**src/hw/rtl/lxt_pkg.sv**
```systemverilog
// ----------------------------------------------------------------------------
// lxt_pkg
// Token kinds, error codes, keyword table and the token/bundle types shared
// by the scanner front end, the token queue and the token drain.
// ----------------------------------------------------------------------------
`default_nettype none

package lxt_pkg;

    // token kinds
    localparam logic [5:0] K_LEFT_PAREN    = 6'd0;
    localparam logic [5:0] K_RIGHT_PAREN   = 6'd1;
    localparam logic [5:0] K_LEFT_BRACE    = 6'd2;
    localparam logic [5:0] K_RIGHT_BRACE   = 6'd3;
    localparam logic [5:0] K_COMMA         = 6'd4;
    localparam logic [5:0] K_DOT           = 6'd5;
    localparam logic [5:0] K_MINUS         = 6'd6;
    localparam logic [5:0] K_PLUS          = 6'd7;
    localparam logic [5:0] K_SEMICOLON     = 6'd8;
    localparam logic [5:0] K_SLASH         = 6'd9;
    localparam logic [5:0] K_STAR          = 6'd10;
    localparam logic [5:0] K_BANG          = 6'd11;
    localparam logic [5:0] K_EQUAL         = 6'd13;
    localparam logic [5:0] K_GREATER       = 6'd15;
    localparam logic [5:0] K_LESS          = 6'd17;
    localparam logic [5:0] K_NEW_LINE      = 6'd19;
    localparam logic [5:0] K_STRING        = 6'd20;
    localparam logic [5:0] K_NUMBER        = 6'd21;
    localparam logic [5:0] K_IDENTIFIER    = 6'd22;
    localparam logic [5:0] K_KEY0          = 6'd23;
    localparam logic [5:0] K_END           = 6'd39;
    localparam logic [5:0] K_ERROR         = 6'd0;

    // error codes
    localparam logic [1:0] E_NONE          = 2'd0;
    localparam logic [1:0] E_UNEXPECTED    = 2'd1;
    localparam logic [1:0] E_UNTERMINATED  = 2'd2;

    // most tokens one byte can produce
    localparam int unsigned MAX_TOKENS     = 4;
    localparam int unsigned NUM_KEYWORDS   = 16;

    // keyword text, right justified: char 0 is the most significant used byte
    localparam logic [47:0] KW_TEXT [NUM_KEYWORDS] = '{
        48'("and"),   48'("class"), 48'("else"),   48'("false"),
        48'("fun"),   48'("for"),   48'("if"),     48'("nil"),
        48'("or"),    48'("print"), 48'("return"), 48'("super"),
        48'("this"),  48'("true"),  48'("var"),    48'("while")
    };
    localparam logic [2:0] KW_LEN [NUM_KEYWORDS] = '{
        3'd3, 3'd5, 3'd4, 3'd5, 3'd3, 3'd3, 3'd2, 3'd3,
        3'd2, 3'd5, 3'd6, 3'd5, 3'd4, 3'd4, 3'd3, 3'd5
    };

    typedef struct packed {
        logic [5:0]  kind;
        logic [15:0] start;
        logic [15:0] length;
        logic [15:0] line;
        logic [1:0]  err;
    } t_token;

    // all tokens caused by one source byte, in order
    typedef struct packed {
        logic [2:0]                  cnt;
        t_token [MAX_TOKENS-1:0]     tok;
    } t_bundle;

endpackage

`default_nettype wire

```
**src/hw/rtl/lxt_byte_if.sv**
```systemverilog
// ----------------------------------------------------------------------------
// lxt_byte_if
// Source byte channel: one source byte and its final-byte flag per beat.
// ----------------------------------------------------------------------------
`default_nettype none

interface lxt_byte_if;
    logic       valid;
    logic       ready;
    logic [7:0] source_byte;
    logic       end_of_source;

    modport source (output valid, output source_byte, output end_of_source, input ready);
    modport sink   (input valid, input source_byte, input end_of_source, output ready);
endinterface

`default_nettype wire

```
**src/hw/rtl/lxt_token_if.sv**
```systemverilog
// ----------------------------------------------------------------------------
// lxt_token_if
// Token channel: one token per beat.
// ----------------------------------------------------------------------------
`default_nettype none

interface lxt_token_if;
    logic        valid;
    logic        ready;
    logic [5:0]  token_kind;
    logic [15:0] token_start;
    logic [15:0] token_length;
    logic [15:0] line_number;
    logic [1:0]  error_code;
    logic        last_of_run;

    modport source (output valid, output token_kind, output token_start,
                    output token_length, output line_number, output error_code,
                    output last_of_run, input ready);
    modport sink   (input valid, input token_kind, input token_start,
                    input token_length, input line_number, input error_code,
                    input last_of_run, output ready);
endinterface

`default_nettype wire

```
**src/hw/rtl/lxt_cfg_if.sv**
```systemverilog
// ----------------------------------------------------------------------------
// lxt_cfg_if
// Configuration write channel: first line number, one write per beat.
// ----------------------------------------------------------------------------
`default_nettype none

interface lxt_cfg_if;
    logic        valid;
    logic        ready;
    logic [15:0] first_line_number;

    modport source (output valid, output first_line_number, input ready);
    modport sink   (input valid, input first_line_number, output ready);
endinterface

`default_nettype wire

```
**src/hw/rtl/lxt_front.sv**
```systemverilog
// ----------------------------------------------------------------------------
// lxt_front
// Scanner front end: classifies each source byte against the open token,
// updates scan state and builds the bundle of tokens the byte completes.
// ----------------------------------------------------------------------------
`default_nettype none

module lxt_front
    import lxt_pkg::*;
#(
    parameter int unsigned OFFSET_BITS     = 16,
    parameter int unsigned KEYWORD_MAX_LEN = 6
) (
    input  wire logic  i_clk,
    input  wire logic  i_rst_n,
    lxt_byte_if.sink   i_src,
    lxt_cfg_if.sink    i_cfg,
    input  wire logic  i_full,
    output logic       o_push,
    output t_bundle    o_bundle
);

    localparam int unsigned FW = $clog2(KEYWORD_MAX_LEN + 1);
    localparam int unsigned IW = $clog2(KEYWORD_MAX_LEN);
    localparam logic [OFFSET_BITS-1:0] POS_MAX = {OFFSET_BITS{1'b1}};
    localparam logic [FW-1:0] FILL_MAX = FW'(KEYWORD_MAX_LEN);

    typedef enum logic [3:0] {
        M_IDLE, M_OPER, M_SLASH, M_COMMENT, M_STRING,
        M_INT, M_DOTWAIT, M_FRAC, M_WORD
    } t_mode;

    typedef logic [OFFSET_BITS:0] t_pos;

    // scan state
    t_mode                   r_mode, mode_a, mode_b, n_mode;
    logic [OFFSET_BITS-1:0]  r_pos, pos_n, n_pos;
    logic [OFFSET_BITS-1:0]  r_ostart, ostart_b, n_ostart;
    logic [15:0]             r_line, line_a, line_b, n_line;
    logic [15:0]             r_first;
    logic [5:0]              r_pend, pend_b, n_pend;
    logic [7:0]              r_buf [KEYWORD_MAX_LEN];
    logic [7:0]              n_buf [KEYWORD_MAX_LEN];
    logic [FW-1:0]           r_fill, fill_a, fill_b, n_fill;
    logic                    r_tlong, tlong_a, tlong_b, n_tlong;

    logic [7:0]  c;
    logic        accept, consumed;
    logic        cfg_load;
    logic        is_dig, is_alp, is_quote;
    t_pos        pos_x, pos1, dot_a, end_x, dot_f, ost_x, ostb_x;
    logic [5:0]  kw_old, kw_new;
    logic [5:0][7:0] w_old, w_new;

    // token slots in emit order: continue x2, start, flush x2, end
    logic   [5:0] sv;
    t_token       st [6];
    t_bundle      bun;
    logic   [2:0] cnt;

    // ---- helpers ----
    function automatic logic [15:0] sat16(input t_pos v);
        logic [32:0] w;
        w = 33'(v);
        return (w > 33'd65535) ? 16'hFFFF : w[15:0];
    endfunction

    function automatic t_token mk(input logic [5:0] kind, input t_pos s, input t_pos e,
                                  input logic [15:0] line, input logic [1:0] err);
        t_token t;
        t.kind   = kind;
        t.start  = sat16(s);
        t.length = (e >= s) ? sat16(e - s) : 16'd0;
        t.line   = line;
        t.err    = err;
        return t;
    endfunction

    function automatic logic [15:0] inc16(input logic [15:0] v);
        return (v == 16'hFFFF) ? v : v + 16'd1;
    endfunction

    function automatic logic [5:0] kw_kind(input logic [5:0][7:0] w,
                                           input logic [FW-1:0] fill, input logic tl);
        logic [5:0] kind;
        logic       same;
        kind = K_IDENTIFIER;
        for (int k = NUM_KEYWORDS - 1; k >= 0; k--) begin
            same = (32'(fill) == 32'(KW_LEN[k])) && !tl;
            for (int i = 0; i < 6; i++) begin
                if (i < int'(KW_LEN[k]) &&
                    w[i] != KW_TEXT[k][8*(int'(KW_LEN[k])-1-i) +: 8]) begin
                    same = 1'b0;
                end
            end
            if (same) kind = K_KEY0 + 6'(k);
        end
        return kind;
    endfunction

    assign i_src.ready = !i_full;
    assign i_cfg.ready = 1'b1;
    assign accept      = i_src.valid && !i_full;
    assign c           = i_src.source_byte;

    // a write reloads the line counter when the next byte starts a new source
    assign cfg_load = i_cfg.valid &&
                      (accept ? i_src.end_of_source : (r_pos == '0 && r_mode == M_IDLE));

    // character classes
    assign is_dig   = (c >= "0") && (c <= "9");
    assign is_alp   = ((c >= "a") && (c <= "z")) || ((c >= "A") && (c <= "Z")) || (c == "_");
    assign is_quote = (c == 8'h22) || (c == 8'h27);

    // keyword lookup before and after this byte
    always_comb begin
        for (int i = 0; i < 6; i++) begin
            w_old[i] = r_buf[i];
            w_new[i] = n_buf[i];
        end
    end
    assign kw_old = kw_kind(w_old, r_fill, r_tlong);
    assign kw_new = kw_kind(w_new, fill_b, tlong_b);

    // ---- scan one byte ----
    always_comb begin
        pos_x  = {1'b0, r_pos};
        pos1   = pos_x + t_pos'(1);
        dot_a  = (r_pos != '0) ? pos_x - t_pos'(1) : '0;
        ost_x  = {1'b0, r_ostart};
        pos_n  = (r_pos == POS_MAX) ? r_pos : r_pos + OFFSET_BITS'(1);
        end_x  = {1'b0, pos_n};
        dot_f  = end_x - t_pos'(1);

        sv = '0;
        for (int i = 0; i < 6; i++) st[i] = '0;

        n_buf   = r_buf;
        mode_a  = r_mode;
        line_a  = r_line;
        fill_a  = r_fill;
        tlong_a = r_tlong;
        consumed = 1'b0;

        // continue the open token
        unique case (r_mode)
            M_OPER: begin
                mode_a = M_IDLE;
                sv[0]  = 1'b1;
                if (c == "=") begin
                    consumed = 1'b1;
                    st[0] = mk(r_pend + 6'd1, ost_x, pos1, r_line, E_NONE);
                end else begin
                    st[0] = mk(r_pend, ost_x, pos_x, r_line, E_NONE);
                end
            end
            M_SLASH: begin
                if (c == "/") begin
                    mode_a = M_COMMENT;
                    consumed = 1'b1;
                end else begin
                    mode_a = M_IDLE;
                    sv[0] = 1'b1;
                    st[0] = mk(K_SLASH, ost_x, pos_x, r_line, E_NONE);
                end
            end
            M_COMMENT: begin
                if (c == 8'h0A) mode_a = M_IDLE;
                else            consumed = 1'b1;
            end
            M_STRING: begin
                consumed = 1'b1;
                if (is_quote) begin
                    mode_a = M_IDLE;
                    sv[0] = 1'b1;
                    st[0] = mk(K_STRING, ost_x, pos1, r_line, E_NONE);
                end else if (c == 8'h0A) begin
                    line_a = inc16(r_line);
                end
            end
            M_INT: begin
                if (is_dig) begin
                    consumed = 1'b1;
                end else if (c == ".") begin
                    mode_a = M_DOTWAIT;
                    consumed = 1'b1;
                end else begin
                    mode_a = M_IDLE;
                    sv[0] = 1'b1;
                    st[0] = mk(K_NUMBER, ost_x, pos_x, r_line, E_NONE);
                end
            end
            M_DOTWAIT: begin
                if (is_dig) begin
                    mode_a = M_FRAC;
                    consumed = 1'b1;
                end else begin
                    mode_a = M_IDLE;
                    sv[1:0] = 2'b11;
                    st[0] = mk(K_NUMBER, ost_x, dot_a, r_line, E_NONE);
                    st[1] = mk(K_DOT, dot_a, dot_a + t_pos'(1), r_line, E_NONE);
                end
            end
            M_FRAC: begin
                if (is_dig) begin
                    consumed = 1'b1;
                end else begin
                    mode_a = M_IDLE;
                    sv[0] = 1'b1;
                    st[0] = mk(K_NUMBER, ost_x, pos_x, r_line, E_NONE);
                end
            end
            M_WORD: begin
                if (is_alp || is_dig) begin
                    consumed = 1'b1;
                    if (r_fill < FILL_MAX) begin
                        n_buf[r_fill[IW-1:0]] = c;
                        fill_a = r_fill + FW'(1);
                    end else begin
                        tlong_a = 1'b1;
                    end
                end else begin
                    mode_a = M_IDLE;
                    sv[0] = 1'b1;
                    st[0] = mk(kw_old, ost_x, pos_x, r_line, E_NONE);
                end
            end
            default: begin
                mode_a = M_IDLE;
            end
        endcase

        // start a new token
        mode_b   = mode_a;
        ostart_b = r_ostart;
        pend_b   = r_pend;
        line_b   = line_a;
        fill_b   = fill_a;
        tlong_b  = tlong_a;
        if (!consumed) begin
            priority case (c)
                "(":     begin sv[2] = 1'b1; st[2] = mk(K_LEFT_PAREN, pos_x, pos1, r_line, E_NONE); end
                ")":     begin sv[2] = 1'b1; st[2] = mk(K_RIGHT_PAREN, pos_x, pos1, r_line, E_NONE); end
                "{":     begin sv[2] = 1'b1; st[2] = mk(K_LEFT_BRACE, pos_x, pos1, r_line, E_NONE); end
                "}":     begin sv[2] = 1'b1; st[2] = mk(K_RIGHT_BRACE, pos_x, pos1, r_line, E_NONE); end
                ",":     begin sv[2] = 1'b1; st[2] = mk(K_COMMA, pos_x, pos1, r_line, E_NONE); end
                ".":     begin sv[2] = 1'b1; st[2] = mk(K_DOT, pos_x, pos1, r_line, E_NONE); end
                "-":     begin sv[2] = 1'b1; st[2] = mk(K_MINUS, pos_x, pos1, r_line, E_NONE); end
                "+":     begin sv[2] = 1'b1; st[2] = mk(K_PLUS, pos_x, pos1, r_line, E_NONE); end
                ";":     begin sv[2] = 1'b1; st[2] = mk(K_SEMICOLON, pos_x, pos1, r_line, E_NONE); end
                "*":     begin sv[2] = 1'b1; st[2] = mk(K_STAR, pos_x, pos1, r_line, E_NONE); end
                default: begin
                    ostart_b = r_pos;
                    if (c == "!" || c == "=" || c == "<" || c == ">") begin
                        mode_b = M_OPER;
                        pend_b = (c == "!") ? K_BANG : (c == "=") ? K_EQUAL :
                                 (c == ">") ? K_GREATER : K_LESS;
                    end else if (c == " " || c == 8'h0D || c == 8'h09) begin
                        mode_b = mode_a;
                    end else if (c == 8'h0A) begin
                        sv[2]  = 1'b1;
                        st[2]  = mk(K_NEW_LINE, pos_x, pos1, r_line, E_NONE);
                        line_b = inc16(line_a);
                    end else if (c == "/") begin
                        mode_b = M_SLASH;
                    end else if (is_quote) begin
                        mode_b = M_STRING;
                    end else if (is_dig) begin
                        mode_b = M_INT;
                    end else if (is_alp) begin
                        mode_b   = M_WORD;
                        n_buf[0] = c;
                        fill_b   = FW'(1);
                        tlong_b  = 1'b0;
                    end else begin
                        sv[2] = 1'b1;
                        st[2] = mk(K_ERROR, pos_x, pos1, r_line, E_UNEXPECTED);
                    end
                end
            endcase
        end

        // flush at the final byte, then the end token
        ostb_x = {1'b0, ostart_b};
        if (i_src.end_of_source) begin
            sv[5] = 1'b1;
            st[5] = mk(K_END, end_x, end_x, line_b, E_NONE);
            unique case (mode_b)
                M_OPER:  begin sv[3] = 1'b1; st[3] = mk(pend_b, ostb_x, end_x, line_b, E_NONE); end
                M_SLASH: begin sv[3] = 1'b1; st[3] = mk(K_SLASH, ostb_x, end_x, line_b, E_NONE); end
                M_STRING: begin
                    sv[3] = 1'b1;
                    st[3] = mk(K_ERROR, ostb_x, end_x, line_b, E_UNTERMINATED);
                end
                M_INT, M_FRAC: begin
                    sv[3] = 1'b1;
                    st[3] = mk(K_NUMBER, ostb_x, end_x, line_b, E_NONE);
                end
                M_DOTWAIT: begin
                    sv[4:3] = 2'b11;
                    st[3] = mk(K_NUMBER, ostb_x, dot_f, line_b, E_NONE);
                    st[4] = mk(K_DOT, dot_f, end_x, line_b, E_NONE);
                end
                M_WORD:  begin sv[3] = 1'b1; st[3] = mk(kw_new, ostb_x, end_x, line_b, E_NONE); end
                default: begin end
            endcase
        end

        // pack valid slots in order, at most four
        cnt = 3'd0;
        bun = '0;
        for (int i = 0; i < 6; i++) begin
            if (sv[i] && cnt < 3'(MAX_TOKENS)) begin
                bun.tok[cnt[1:0]] = st[i];
                cnt = cnt + 3'd1;
            end
        end
        bun.cnt = cnt;

        // next state
        if (i_src.end_of_source) begin
            n_mode = M_IDLE;  n_pos = '0;  n_ostart = '0;
            n_line = r_first; n_pend = '0; n_fill = '0;  n_tlong = 1'b0;
        end else begin
            n_mode = mode_b;  n_pos = pos_n; n_ostart = ostart_b;
            n_line = line_b;  n_pend = pend_b; n_fill = fill_b; n_tlong = tlong_b;
        end
    end

    assign o_push   = accept && (cnt != 3'd0);
    assign o_bundle = bun;

    // ---- state registers ----
    always_ff @(posedge i_clk) begin
        if (!i_rst_n) begin
            r_mode   <= M_IDLE;
            r_pos    <= '0;
            r_ostart <= '0;
            r_line   <= 16'd1;
            r_first  <= 16'd1;
            r_pend   <= '0;
            r_fill   <= '0;
            r_tlong  <= 1'b0;
        end else begin
            if (accept) begin
                r_mode   <= n_mode;
                r_pos    <= n_pos;
                r_ostart <= n_ostart;
                r_pend   <= n_pend;
                r_fill   <= n_fill;
                r_tlong  <= n_tlong;
            end
            if (i_cfg.valid) r_first <= i_cfg.first_line_number;
            if (cfg_load)    r_line  <= i_cfg.first_line_number;
            else if (accept) r_line  <= n_line;
        end
    end

    // word buffer, payload only
    always_ff @(posedge i_clk) begin
        if (accept) r_buf <= n_buf;
    end

endmodule

`default_nettype wire

```
**src/hw/rtl/lxt_queue.sv**
```systemverilog
// ----------------------------------------------------------------------------
// lxt_queue
// Short bundle queue between the scanner front end and the token drain.
// ----------------------------------------------------------------------------
`default_nettype none

module lxt_queue
    import lxt_pkg::*;
#(
    parameter int unsigned DEPTH = 4
) (
    input  wire logic     i_clk,
    input  wire logic     i_rst_n,
    input  wire logic     i_push,
    input  wire t_bundle  i_data,
    input  wire logic     i_pop,
    output logic          o_full,
    output logic          o_valid,
    output t_bundle       o_data
);

    localparam int unsigned AW = $clog2(DEPTH);
    localparam logic [AW:0] CNT_FULL = (AW+1)'(DEPTH);

    t_bundle       r_mem [DEPTH];
    logic [AW-1:0] r_wr, r_rd;
    logic [AW:0]   r_cnt;

    assign o_full  = (r_cnt == CNT_FULL);
    assign o_valid = (r_cnt != '0);
    assign o_data  = r_mem[r_rd];

    // pointers and fill level
    always_ff @(posedge i_clk) begin
        if (!i_rst_n) begin
            r_wr  <= '0;
            r_rd  <= '0;
            r_cnt <= '0;
        end else begin
            if (i_push) r_wr <= (r_wr == AW'(DEPTH - 1)) ? '0 : r_wr + AW'(1);
            if (i_pop)  r_rd <= (r_rd == AW'(DEPTH - 1)) ? '0 : r_rd + AW'(1);
            r_cnt <= r_cnt + (AW+1)'(i_push) - (AW+1)'(i_pop);
        end
    end

    // storage
    always_ff @(posedge i_clk) begin
        if (i_push) r_mem[r_wr] <= i_data;
    end

endmodule

`default_nettype wire

```
**src/hw/rtl/lxt_back.sv**
```systemverilog
// ----------------------------------------------------------------------------
// lxt_back
// Token drain: holds one bundle and hands its tokens out one beat at a
// time, marking the last token of each bundle.
// ----------------------------------------------------------------------------
`default_nettype none

module lxt_back
    import lxt_pkg::*;
(
    input  wire logic     i_clk,
    input  wire logic     i_rst_n,
    input  wire logic     i_qvalid,
    input  wire t_bundle  i_qdata,
    output logic          o_pop,
    lxt_token_if.source   o_tok
);

    t_bundle    r_bun;
    logic [1:0] r_idx;
    logic       r_busy;
    logic       fire, last;
    t_token     cur;

    assign cur  = r_bun.tok[r_idx];
    assign last = ({1'b0, r_idx} == r_bun.cnt - 3'd1);
    assign fire = r_busy && o_tok.ready;
    assign o_pop = i_qvalid && (!r_busy || (fire && last));

    assign o_tok.valid        = r_busy;
    assign o_tok.token_kind   = cur.kind;
    assign o_tok.token_start  = cur.start;
    assign o_tok.token_length = cur.length;
    assign o_tok.line_number  = cur.line;
    assign o_tok.error_code   = cur.err;
    assign o_tok.last_of_run  = last;

    // drain control
    always_ff @(posedge i_clk) begin
        if (!i_rst_n) begin
            r_busy <= 1'b0;
            r_idx  <= '0;
        end else if (o_pop) begin
            r_busy <= 1'b1;
            r_idx  <= '0;
        end else if (fire) begin
            if (last) r_busy <= 1'b0;
            else      r_idx  <= r_idx + 2'd1;
        end
    end

    // held bundle
    always_ff @(posedge i_clk) begin
        if (o_pop) r_bun <= i_qdata;
    end

endmodule

`default_nettype wire

```
**src/hw/rtl/script_lexer_tokenizer_unit.sv**
```systemverilog
// ----------------------------------------------------------------------------
// script_lexer_tokenizer_unit
// Streaming lexical scanner: source bytes in, tokens out.
//
//   channel  | dir | payload
//   i_src    | in  | source_byte, end_of_source
//   o_tok    | out | token_kind, token_start, token_length, line_number,
//            |     | error_code, last_of_run
//   i_cfg    | in  | first_line_number
//
// One source byte is taken per cycle while the bundle queue is not full; the
// scan logic finishes a byte in the cycle it is taken. Tokens leave the drain
// at one per cycle while the sink is ready; the bundle queue absorbs bursts.
// Tokens are held in the queue, then in the drain. Reset is synchronous and
// clears all control state; the config channel is always ready.
// ----------------------------------------------------------------------------
`default_nettype none

module script_lexer_tokenizer_unit
    import lxt_pkg::*;
#(
    parameter int unsigned OFFSET_BITS     = 16,
    parameter int unsigned KEYWORD_MAX_LEN = 6,
    parameter int unsigned QUEUE_DEPTH     = 4
) (
    input  wire logic   i_clk,
    input  wire logic   i_rst_n,
    lxt_byte_if.sink    i_src,
    lxt_cfg_if.sink     i_cfg,
    lxt_token_if.source o_tok
);

    logic    push, pop, full, qvalid;
    t_bundle push_data, q_data;

    lxt_front #(
        .OFFSET_BITS     (OFFSET_BITS),
        .KEYWORD_MAX_LEN (KEYWORD_MAX_LEN)
    ) u_front (
        .i_clk    (i_clk),
        .i_rst_n  (i_rst_n),
        .i_src    (i_src),
        .i_cfg    (i_cfg),
        .i_full   (full),
        .o_push   (push),
        .o_bundle (push_data)
    );

    lxt_queue #(
        .DEPTH (QUEUE_DEPTH)
    ) u_queue (
        .i_clk   (i_clk),
        .i_rst_n (i_rst_n),
        .i_push  (push),
        .i_data  (push_data),
        .i_pop   (pop),
        .o_full  (full),
        .o_valid (qvalid),
        .o_data  (q_data)
    );

    lxt_back u_back (
        .i_clk    (i_clk),
        .i_rst_n  (i_rst_n),
        .i_qvalid (qvalid),
        .i_qdata  (q_data),
        .o_pop    (pop),
        .o_tok    (o_tok)
    );

endmodule

`default_nettype wire

```
**src/flat_wrapper.sv**
```systemverilog
// flat-port wrapper written by rule: the top's interface ports become plain ports
module script_lexer_tokenizer_unit_flat import lxt_pkg::*;
#(
    parameter int unsigned OFFSET_BITS     = 16,
    parameter int unsigned KEYWORD_MAX_LEN = 6,
    parameter int unsigned QUEUE_DEPTH     = 4
)
  (i_clk, i_rst_n, i_src_valid, i_src_source_byte, i_src_end_of_source, i_src_ready, i_cfg_valid, i_cfg_first_line_number, i_cfg_ready, o_tok_valid, o_tok_token_kind, o_tok_token_start, o_tok_token_length, o_tok_line_number, o_tok_error_code, o_tok_last_of_run, o_tok_ready);
  lxt_byte_if i_src_i ();
  lxt_cfg_if i_cfg_i ();
  lxt_token_if o_tok_i ();
  input  wire logic i_clk;
  input  wire logic i_rst_n;
  input wire logic [$bits(i_src_i.valid)-1:0] i_src_valid;
  input wire logic [$bits(i_src_i.source_byte)-1:0] i_src_source_byte;
  input wire logic [$bits(i_src_i.end_of_source)-1:0] i_src_end_of_source;
  output wire logic [$bits(i_src_i.ready)-1:0] i_src_ready;
  input wire logic [$bits(i_cfg_i.valid)-1:0] i_cfg_valid;
  input wire logic [$bits(i_cfg_i.first_line_number)-1:0] i_cfg_first_line_number;
  output wire logic [$bits(i_cfg_i.ready)-1:0] i_cfg_ready;
  output wire logic [$bits(o_tok_i.valid)-1:0] o_tok_valid;
  output wire logic [$bits(o_tok_i.token_kind)-1:0] o_tok_token_kind;
  output wire logic [$bits(o_tok_i.token_start)-1:0] o_tok_token_start;
  output wire logic [$bits(o_tok_i.token_length)-1:0] o_tok_token_length;
  output wire logic [$bits(o_tok_i.line_number)-1:0] o_tok_line_number;
  output wire logic [$bits(o_tok_i.error_code)-1:0] o_tok_error_code;
  output wire logic [$bits(o_tok_i.last_of_run)-1:0] o_tok_last_of_run;
  input wire logic [$bits(o_tok_i.ready)-1:0] o_tok_ready;
  assign i_src_i.valid = i_src_valid;
  assign i_src_i.source_byte = i_src_source_byte;
  assign i_src_i.end_of_source = i_src_end_of_source;
  assign i_src_ready = i_src_i.ready;
  assign i_cfg_i.valid = i_cfg_valid;
  assign i_cfg_i.first_line_number = i_cfg_first_line_number;
  assign i_cfg_ready = i_cfg_i.ready;
  assign o_tok_valid = o_tok_i.valid;
  assign o_tok_token_kind = o_tok_i.token_kind;
  assign o_tok_token_start = o_tok_i.token_start;
  assign o_tok_token_length = o_tok_i.token_length;
  assign o_tok_line_number = o_tok_i.line_number;
  assign o_tok_error_code = o_tok_i.error_code;
  assign o_tok_last_of_run = o_tok_i.last_of_run;
  assign o_tok_i.ready = o_tok_ready;
  script_lexer_tokenizer_unit #(.OFFSET_BITS(OFFSET_BITS), .KEYWORD_MAX_LEN(KEYWORD_MAX_LEN), .QUEUE_DEPTH(QUEUE_DEPTH)) u_core (.i_clk(i_clk), .i_rst_n(i_rst_n), .i_src(i_src_i), .i_cfg(i_cfg_i), .o_tok(o_tok_i));
endmodule
```
**config.mk**
```make
export PLATFORM = sky130hd
export DESIGN_NAME = script_lexer_tokenizer_unit_flat
export DESIGN_NICKNAME = d
export VERILOG_FILES = /design/src/hw/rtl/lxt_pkg.sv /design/src/hw/rtl/lxt_byte_if.sv /design/src/hw/rtl/lxt_token_if.sv /design/src/hw/rtl/lxt_cfg_if.sv /design/src/hw/rtl/lxt_front.sv /design/src/hw/rtl/lxt_queue.sv /design/src/hw/rtl/lxt_back.sv /design/src/hw/rtl/script_lexer_tokenizer_unit.sv /design/src/flat_wrapper.sv
export SDC_FILE = /design/constraint.sdc
export NUM_CORES = 2
export LEC_CHECK = 0
export BUFFER_PORTS_ARGS = -buffer_cell sky130_fd_sc_hd__buf_2
export CAP_MARGIN = 20
export CORE_ASPECT_RATIO = 0.7
export CORE_UTILIZATION = 45
export DETAILED_ROUTE_END_ITERATION = 7
export SLEW_MARGIN = 20
export SYNTH_ARGS = -nofsm -noshare
export SYNTH_HDL_FRONTEND = slang
export SYNTH_HIERARCHICAL = 1
export SYNTH_SLANG_ARGS = --single-unit
```
**constraint.sdc**
```tcl
create_clock -name i_clk -period 54.8 [get_ports i_clk]
set_clock_uncertainty 0.15 [all_clocks]
set_input_delay 10.96 -clock i_clk [delete_from_list [all_inputs] [get_ports i_clk]]
set_output_delay 10.96 -clock i_clk [all_outputs]
set_load 0.05 [all_outputs]
```
==> impl_results.md <==
* Headroom to the max-slew limit at 10.2%
* Weighted congestion at the end of routability-driven global placement at around 1.1
* Maximum number of buffers from clock root to sink at 3
* Violated checks: DRC
* Die Span X at 461 um
* Full die area at between 0.1 and 0.15 mm^2
* Mean cell area of the mapped netlist at roughly 13 um^2
* Final std cell area, no fill at 0.0728 mm^2
* Final Routed Wirelength at about 230000 um
* Most common library cells after synthesis: sky130_fd_sc_hd__edfxtp_1, sky130_fd_sc_hd__nand2_1, sky130_fd_sc_hd__nor2_1, sky130_fd_sc_hd__o21ai_0, sky130_fd_sc_hd__mux4_2
* Sequential area share after synthesis at a little under three fifths
* Met2 Wirelength at 88200 um
* Portion of synthesized cell area occupied by the leading cell type at a little over half
* Routed wire length on met3 at 32700 um
* Number of I/O port buffers at 88
* Count of distinct cell types in the synthesized netlist at 118
* Number of violations of the max-capacitance limit at 0
* Number of remaining DRC errors at 3
* DRT iter0 DRCs at between 7k and 8k
* Ratio of total power to cell area at 42.7 mW/mm^2
* Max Freq at 51.0 MHz
* Highest routed layer: met5
* Die Ht at ~320 um
* CTS sink count at between 1k and 1.5k
* Actual transition at the worst max-transition pin at 1.33 ns
* CTS H-tree lvls at 3
* Final layout net count at 5429
* Vias in the first global route at approximately 44k
* Count of synthesis-stage warnings from yosys at 6
* Clock-pin slew of the registers on the worst-case setup and hold paths at approximately 0.060 ns
* Flip-flop and latch count after synthesis at 1273
* Largest net degree at the start of global routing at ~140
* Via density at ~6.6
* CP max FO at between 100 and 150
* Leak Pwr at about 0.024 uW
* Row count at 117
* Commonest register cell after synthesis: sky130_fd_sc_hd__edfxtp_1
* Post-detailed-placement half-perimeter wirelength at around 160000 um
* Mapped cell area at 0.0664 mm^2
* Period utilization at 35.8%
* Type of destination of the critical path: flip-flop
* Post-CTS Resized at 0
* Remaining Overflow, GRT at 0
* Setup bufs post-CTS at 0
* Number of flops mapped to enable cells by yosys at about 1.2k
* Total Neg Setup Slack at 0 ns
* Finish-stage setup viols at 0
* Largest cells by area after synthesis: sky130_fd_sc_hd__edfxtp_1, sky130_fd_sc_hd__mux4_2, sky130_fd_sc_hd__ha_1, sky130_fd_sc_hd__dfxtp_1, sky130_fd_sc_hd__o21ai_0
* Average wire per standard cell at about 32 um
* Syn Inst Count at about 5.2k
* Setup repair after global routing missed its margin: no
* Area overhead of the layout relative to synthesis at 9.63%
* Overall Global Routing Usage at a little under a third
* Buffer cell driving the clock tree root: sky130_fd_sc_hd__clkbuf_16
* Time the worst path needs with I/O delays and setup at around 20 ns
* Classification of the worst-slack hold path: flip-flop to flip-flop
* Required time reported for the critical path endpoint at around 55 ns
* Count of vias placed by the detailed router at about 48k
* Initial core utilization at between 40% and 50%
* Library cell with the largest summed area after synthesis: sky130_fd_sc_hd__edfxtp_1
* Hold Violations, Final at 0
* Worst Setup Start Kind: primary input
* Number of top-level pins at 90
* Post-route met1 wirelength at slightly above 100000 um
* CTS Buf Count at 119
* Cell Area, Placed at ~0.07 mm^2
* Core ar. at ~0.15 mm^2
* Hold buffer count at cts at 0
* Critical Path AT at a little under 20 ns
* Number of detailed-route iterations in the first pass at 8
* Cell with the most instances after synthesis: sky130_fd_sc_hd__edfxtp_1
* Remaining antenna violation count at 0
* Max-slew violation count at 0
* Crit Path Category: primary input to flip-flop
* CTS tree: built
* Later-pin clock latency in the skew report at 0.79 ns
* Global-route wire length before repair at around 330000 um
* Number of antenna violations at the first check in global routing at 18
* Maximum vdd ir drop at roughly 0.043 mV
* Result of the run: finished, violations left
* Async set or reset register ratio after synthesis at 0%
* Fraction of final layout cells sized beyond drive strength 1 at ~16%
==> report_power, final <==
| group | leakage [uW] | internal, uW | switching [uW] |
|---|---|---|---|
| Combinational | 0.0106 | 302 | 607 |
| Clock | 0.00185 | 442 | 370 |
| Sequential | 0.0117 | 1320 | 75.8 |
==> layout make-up <==
type                            instances  area (um^2)
Clock buffer                          149         3140
Fill cell                           12600        73100
Inverter                              160          601
Multi-Input combinational cell       3468        27200
Clock inverter                         75          669
Tap cell                             1963         2460
Sequential cell                      1273        37300
Timing Repair Buffer                  210         1430
Antenna cell                            8         20.0
==> metal layers <==
layer / global-route usage (%) / vias to the layer above
met5: 0 / -
met4: 7.50 / 20
met3: 11.6 / 437
met2: 38.9 / 3057
met1: 47.5 / 24400
li1: - / 20500
==> placed cells by master, fill, tap and decap left out, drive strengths merged, types with 21 or more instances in the layout <==
master / instances
a21oi: 240
o21ai: 308
a21o: 56
o22ai: 64
xor2: 73
a22oi: 54
o211ai: 43
inv: 165
or3: 34
a31oi: 69
mux2: 33
and3: 28
nor2: 348
ha: 161
nand2b: 41
buf: 210
clkinv: 57
and2: 55
o21a: 38
nor3: 123
and4: 21
clkbuf: 149
nor4: 63
mux4: 283
nand4: 64
a221oi: 42
dfxtp: 90
mux2i: 50
or2: 27
nand3: 146
nand2: 375
o31ai: 24
xnor2: 118
edfxtp: 1183
or4: 26
a211oi: 70
nor2b: 94
==> worst max-delay path, cell delays in order <==
cell and delay [ns]:
sky130_fd_sc_hd__buf_2 0.51, sky130_fd_sc_hd__and2_1 0.49, sky130_fd_sc_hd__o2111ai_1 0.29, sky130_fd_sc_hd__nand2b_1 0.30, sky130_fd_sc_hd__nand3_1 0.38, sky130_fd_sc_hd__nand3_1 0.35, sky130_fd_sc_hd__inv_1 0.13, sky130_fd_sc_hd__ha_1 0.36
sky130_fd_sc_hd__xnor2_1 0.41, sky130_fd_sc_hd__inv_1 0.12, sky130_fd_sc_hd__ha_1 0.31, sky130_fd_sc_hd__a311oi_2 0.53, sky130_fd_sc_hd__xor2_1 0.54, sky130_fd_sc_hd__inv_1 0.18, sky130_fd_sc_hd__ha_1 0.33, sky130_fd_sc_hd__or3b_2 0.11
sky130_fd_sc_hd__o31ai_1 0.07, sky130_fd_sc_hd__a31oi_1 0.82, sky130_fd_sc_hd__and2_4 0.83, sky130_fd_sc_hd__buf_4 0.82, sky130_fd_sc_hd__buf_12 0.61
==> flip-flops by register name, indices dropped and copies added (netlist names), 4 cells and up, named ones only <==
signal	count
u_core/u_back/r_bun	227
u_core/u_front/r_buf	48
u_core/u_front/r_first	16
u_core/u_front/r_line	16
u_core/u_front/r_mode	4
u_core/u_front/r_ostart	16
u_core/u_front/r_pend	6
u_core/u_front/r_pos	16
u_core/u_queue/r_mem	908
==> cells by family (layout without fill, tap and decap cells) <==
| family | after synthesis | count (layout) | share of synthesized area (%) |
|---|---|---|---|
| flops | 1273 | 1273 | 56.2 |
| fa+ha+maj | 167 | 167 | 3.21 |
| compound gates | 1227 | 1227 | 12.2 |
| other cells | 1 | 10 | 0.00565 |
| simple gates | 1514 | 1514 | 11.7 |
| xor+xnor | 192 | 192 | 2.55 |
| mux | 366 | 366 | 10.9 |
| buf+inv | 494 | 594 | 3.20 |
==> path summary, 6_finish.rpt <==
path	start	end	slack, ns	cells past startpoint
max reg2reg	u_core/u_front/r_pos[0]$_SDFFE_PN0P_	u_core/u_queue/r_mem[1][76]$_DFFE_PP_	44.78	23
max	i_src_source_byte[0]	u_core/u_queue/r_mem[3][98]$_DFFE_PP_	35.19	21
min reg2reg	u_core/u_front/r_first[0]$_SDFFE_PN1P_	u_core/u_front/r_first[0]$_SDFFE_PN1P_	0.33	2
min	u_core/u_front/r_first[0]$_SDFFE_PN1P_	u_core/u_front/r_first[0]$_SDFFE_PN1P_	0.33	2
==> stage by stage <==
stage	cells	power, uW	hold slack (ns)	util [%]	setup slack, ns
2_1_floorplan	5235	2060	0.291	-	30.08
3_3_place_gp	7071	2300	0.306	47.2	34.82
3_5_place_dp	7072	2310	0.309	47.2	34.68
4_1_cts	7296	3120	0.327	49.8	35.43
5_1_grt	7300	3230	0.363	49.9	34.87
6_report	7306	3110	0.333	49.9	35.19
(Power assumes the default switching activity.)
